**src/hw/rtl/lzss4k_pkg.sv**
```systemverilog
// Shared types and constants for the 4 KiB window LZSS decompressor.
// No dependencies; imported by lzss4k_ctrl, lzss4k_dp and the top level.
package lzss4k_pkg;

	localparam int WIN_SIZE   = 4096;
	localparam int WIN_AW     = $clog2(WIN_SIZE);
	localparam int CNT_W      = WIN_AW + 1;
	localparam int MATCH_BIAS = 2;
	localparam int LEN_MAX    = 15 + MATCH_BIAS + 1;
	localparam int REM_W      = $clog2(LEN_MAX + 1);
	localparam logic [8:0] FLAG_MARK = 9'h100;

	typedef struct packed {
		logic [7:0] in_byte;
		logic       stream_start;
	} in_req_t;

	typedef struct packed {
		logic [7:0] out_byte;
		logic       run_last;
	} out_req_t;

	// controller -> datapath
	typedef struct packed {
		logic clr_count;   // new stream: restart produced count
		logic hi_load;     // capture first byte of a pair
		logic pair_start;  // issue first history read of a copy
		logic lit_emit;    // emit the input byte
		logic copy_emit;   // emit one copied byte, issue next read
		logic last;        // emitted byte ends this request's run
	} cmd_t;

	// datapath -> controller
	typedef struct packed {
		logic       out_free;
		logic [3:0] len_nib;
	} sts_t;

endpackage

```
**src/hw/rtl/lzss4k_ctrl.sv**
```systemverilog
// Controller for the LZSS decompressor: flag tracking, unit phase, copy length.
// Depends on lzss4k_pkg; drives lzss4k_dp through cmd_t and reads sts_t.
module lzss4k_ctrl (
	input  logic                 clk,
	input  logic                 arst_n,
	input  logic                 in_valid,
	output logic                 in_ready,
	input  lzss4k_pkg::in_req_t  in_req,
	output lzss4k_pkg::cmd_t     cmd,
	input  lzss4k_pkg::sts_t     sts
);
	import lzss4k_pkg::*;

	typedef enum logic [1:0] {
		ST_FLAG,
		ST_UNIT,
		ST_PAIR_LO,
		ST_COPY
	} state_t;

	state_t           state_q;
	logic [8:0]       flag_q;
	logic [REM_W-1:0] rem_q;
	logic             accept;
	logic [8:0]       flag_next;

	assign in_ready  = (state_q != ST_COPY) && sts.out_free;
	assign accept    = in_valid && in_ready;
	assign flag_next = flag_q >> 1;

	always_comb begin
		cmd = '0;
		if (accept) begin
			if (in_req.stream_start) begin
				cmd.clr_count = 1'b1;
			end else begin
				unique case (state_q)
					ST_UNIT: begin
						cmd.lit_emit = flag_q[0];
						cmd.hi_load  = !flag_q[0];
						cmd.last     = flag_q[0];
					end
					ST_PAIR_LO: cmd.pair_start = 1'b1;
					default: ;
				endcase
			end
		end else if (state_q == ST_COPY && sts.out_free) begin
			cmd.copy_emit = 1'b1;
			cmd.last      = (rem_q == REM_W'(1));
		end
	end

	always_ff @(posedge clk or negedge arst_n) begin
		if (!arst_n) begin
			state_q <= ST_FLAG;
			flag_q  <= '0;
			rem_q   <= '0;
		end else if (accept) begin
			if (in_req.stream_start || state_q == ST_FLAG) begin
				flag_q  <= FLAG_MARK | {1'b0, in_req.in_byte};
				state_q <= ST_UNIT;
			end else begin
				unique case (state_q)
					ST_UNIT: begin
						if (flag_q[0]) begin
							// literal: advance to the next unit
							flag_q  <= flag_next;
							state_q <= (flag_next > 9'd1) ? ST_UNIT : ST_FLAG;
						end else begin
							state_q <= ST_PAIR_LO;
						end
					end
					ST_PAIR_LO: begin
						rem_q   <= REM_W'(sts.len_nib) + REM_W'(MATCH_BIAS + 1);
						state_q <= ST_COPY;
					end
					default: state_q <= ST_FLAG;
				endcase
			end
		end else if (cmd.copy_emit) begin
			rem_q <= rem_q - REM_W'(1);
			if (cmd.last) begin
				flag_q  <= flag_next;
				state_q <= (flag_next > 9'd1) ? ST_UNIT : ST_FLAG;
			end
		end
	end

endmodule

```
**config.mk**
```make
export PLATFORM = sky130hd
export DESIGN_NAME = lzss4k_ctrl
export DESIGN_NICKNAME = d
export VERILOG_FILES = /design/src/hw/rtl/lzss4k_pkg.sv /design/src/hw/rtl/lzss4k_ctrl.sv
export SDC_FILE = /design/constraint.sdc
export NUM_CORES = 1
export LEC_CHECK = 0
export BUFFER_PORTS_ARGS = -buffer_cell sky130_fd_sc_hd__buf_2
export CORE_ASPECT_RATIO = 0.8
export CORE_MARGIN = 1
export CORE_UTILIZATION = 30
export CTS_CLUSTER_DIAMETER = 120
export DETAILED_ROUTE_END_ITERATION = 10
export SLEW_MARGIN = 20
export SYNTH_ARGS = -nofsm -noshare
export SYNTH_HDL_FRONTEND = slang
export SYNTH_SLANG_ARGS = --single-unit
```
**constraint.sdc**
```tcl
create_clock -name clk -period 2.19 [get_ports clk]
set_input_delay 0.219 -clock clk [delete_from_list [all_inputs] [get_ports clk]]
set_output_delay 0.219 -clock clk [all_outputs]
set_load 0.005 [all_outputs]
```
==> metrics.cfg <==
[route]
totalWireLength_mm = 2.535
wl_per_cell_um = 14.24
ant_nets = 0
drtIter0Drc = 28
drcViolationCount = 0
avgViaCountPerCell = 5.343
drt-pass1-iter-count = 4
vias = 951

[pwr]
p_leak_nw = 0.6365
powerDensity_nw_per_um2 = 988.7
internal_power_w = 0.0008513
p_clk_share_pct = 20.3
pwr-share-comb_pct = 38.8
seqPwrFrac_pct = 40.9
total_power_w = 0.001300
ir_worst_vdd_v = 0.0003380
switchingPower_w = 0.0004489
p_sw_share_pct = 34.53

[die]
start_util_pct = 31.58
io_pins = 24
dieArea_um2 = 3875
rows = 19
die_h_um = 55.88
die_w_um = 69.35
coreArea_um2 = 3447

[synthesis]
synth_top_cell_by_area = dfrtp_1
yosys-top-cells-area = dfrtp_1, mux2_2, ha_1
synth_top_area_share_pct = 36.78
ys_seq_area_share_pct = 36.78
avgSynthCellArea_um2 = 10.08
yosys_warnings = 0
synthArstFlopShare_pct = 100.0
synth-edff-count = 0
syn_nets = 132
syn_inst = 108
ys_seq_elements = 16
synth_flop_cell = dfrtp_1
synth_area_um2 = 1089
synth_cell_types = 35

[sta]
fin_crit_sh_pct = 96.23
clock.fmax_mhz = 474.5
fin_crit_ps = 2107
setup_viol = 0
hold_viol = 0
finClkSkew_ps = 3.799
drv_slew = 0
rsz0062_at_grt = no
relSlewSlack_pct = 74.24
fin_setup_tns_ps = 0
tightest_slew_ps = 386.3

[final_layout]
final_cells = 178
num-fill-cells = 349
multi_input_area_um2 = 618.1
fin_nets = 161
syn_to_final_growth_pct = 20.80
antenna_cells = 0
drive_above_1_share_pct = 35.29
ff_latch_area_um2 = 400.4

[clocking]
h-tree-depth = 1
clock_path_buffers = 2
ctsResizeCount = 0
clk_pin_slew_ps = 60
cts_tree = done
clockRootBuffer = clkbuf_8
cts.sinks = 16
cts_buffers = 3
clk_latency_ps = 250

[setup_path]
start_kind = register
cp-end-kind = output pin
arrival_ps = 1890
crit_type = reg2out
r2r_slack_ps = 260
cp_max_fo = 7
required_ps = 1970

[grt]
gr-total-overflow = 0
grt_pass1_wl_mm = 4.188
antenna_found_initial = 0
track_usage_pct = 13.70
grt_pass1_vias = 918
grt_start_max_net_pins = 17

[place]
place_inst = 171
gp_congestion = 0.8579
dp_hpwl_mm = 1.929
io_buffers = 23

[run_status]
outcome = complete, no violations

[job]
cap_violations = 0

[min_path]
hp-class = in2reg

==> repair_timing <==
action / 4_1_cts / 5_1_grt
hold buffers: 1 / 0
hold endpoints to repair: 16 / 0
setup endpoints to repair: 0 / 1
setup buffers: 0 / 2
==> layout make-up <==
| class | instances | share of cell area (%) |
|---|---|---|
| clock buffer | 4 | 4.186 |
| inverter | 7 | 1.998 |
| multi-input combinational | 80 | 47.00 |
| sequential | 16 | 30.45 |
| tap | 42 | 3.996 |
| timing repair buffer | 29 | 12.37 |
==> routing by layer <==
| metal | vias up | share of wire, % | GRT usage (%) |
|---|---|---|---|
| met2 | 20 | 47 | 23.44 |
| met3 | 4 | 4.7 | 4.710 |
| met1 | 471 | 47 | 16.67 |
| met5 | - | 0 | 0 |
| met4 | 0 | 0.91 | 2.915 |
| li1 | 456 | - | - |
==> cell families (layout without fill, tap and decap cells) <==
group,count (synthesis),count (layout),share of synthesized area [%]
mux,9,9,9.196
buf+inv,12,40,6.437
simple gates,29,29,15.52
flops,16,16,36.78
xor+xnor,2,2,1.609
compound gates,33,33,22.42
fa+ha+maj,7,7,8.046
==> worst max-delay path, stage by stage, from the launching register on <==
cell and delay, ps:
dfrtp_1 400, ha_1 240, nand3b_1 250, buf_4 210, nor3b_1 270, or2_2 180
buf_2 100
==> registers in the layout, summed over array words and instances, names as in the netlist <==
signal   flops
flag_q       9
state_q      2
rem_q        5
==> synthesized netlist by cell type (all sizes together) (2+ instances only) <==
| library cell | instances |
|---|---|
| a21o | 3 |
| o32ai | 2 |
| mux2 | 8 |
| nand2 | 6 |
| ha | 7 |
| a31oi | 3 |
| o22ai | 3 |
| and2 | 3 |
| nand3 | 3 |
| a22o | 9 |
| dfrtp | 16 |
| inv | 7 |
| nor2 | 3 |
| a21oi | 2 |
| nor3b | 3 |
| nor3 | 3 |
| buf | 5 |
| o21ai | 9 |
==> power groups by stage <==
stage	Combinational, W	Clock, W	Sequential, W
floorplan	0.000394	0	0.000499
global placement	0.000481	0	0.000528
detailed placement	0.000499	0	0.000534
CTS	0.000504	0.000275	0.000529
global route	0.000574	0.000291	0.000545
finish	0.000505	0.000264	0.000532
==> cells in the final DEF, fill, tap and decap left out, types with 2 or more instances in the layout <==
| cell | instances |
|---|---|
| ha_1 | 7 |
| a22o_1 | 9 |
| a31oi_1 | 3 |
| mux2_2 | 8 |
| and2_1 | 3 |
| clkbuf_8 | 4 |
| nor2_1 | 2 |
| inv_1 | 7 |
| nand2_1 | 6 |
| nor3b_1 | 3 |
| o21ai_0 | 9 |
| a21o_2 | 2 |
| buf_2 | 23 |
| a21oi_1 | 2 |
| dfrtp_1 | 16 |
| o32ai_1 | 2 |
| nand3_1 | 3 |
| o22ai_1 | 2 |
| nor3_1 | 3 |
| buf_4 | 5 |
==> path summary, 6_finish.rpt <==
kind | end | depth (start not counted) | startpoint
setup / recovery | cmd[0] | 6 | state_q[0]
hold / removal | flag_q[2] | 3 | in_req[3]
setup reg to reg | flag_q[1] | 5 | state_q[0]
hold reg to reg | flag_q[1] | 1 | flag_q[1]
max in group asynchronous | flag_q[4] | 2 | arst_n
min in group asynchronous | rem_q[4] | 2 | arst_n
==> through the flow <==
| stage | setup slack (ps) | instance area (um2) | util, % | hold WS [ps] |
|---|---|---|---|---|
| finish | 82.53 | 1315 | 38.15 | 322.9 |
| global route | 5.374 | 1315 | 38.15 | 334.8 |
| global placement | 346.7 | 1235 | 35.83 | 162.0 |
| floorplan | 330.7 | 1089 | - | -76.59 |
| detailed placement | 262.8 | 1235 | 35.83 | 164.5 |
| CTS | 14.96 | 1300 | 37.71 | 318.8 |
Note: power is estimated with default switching activity, not from simulation.
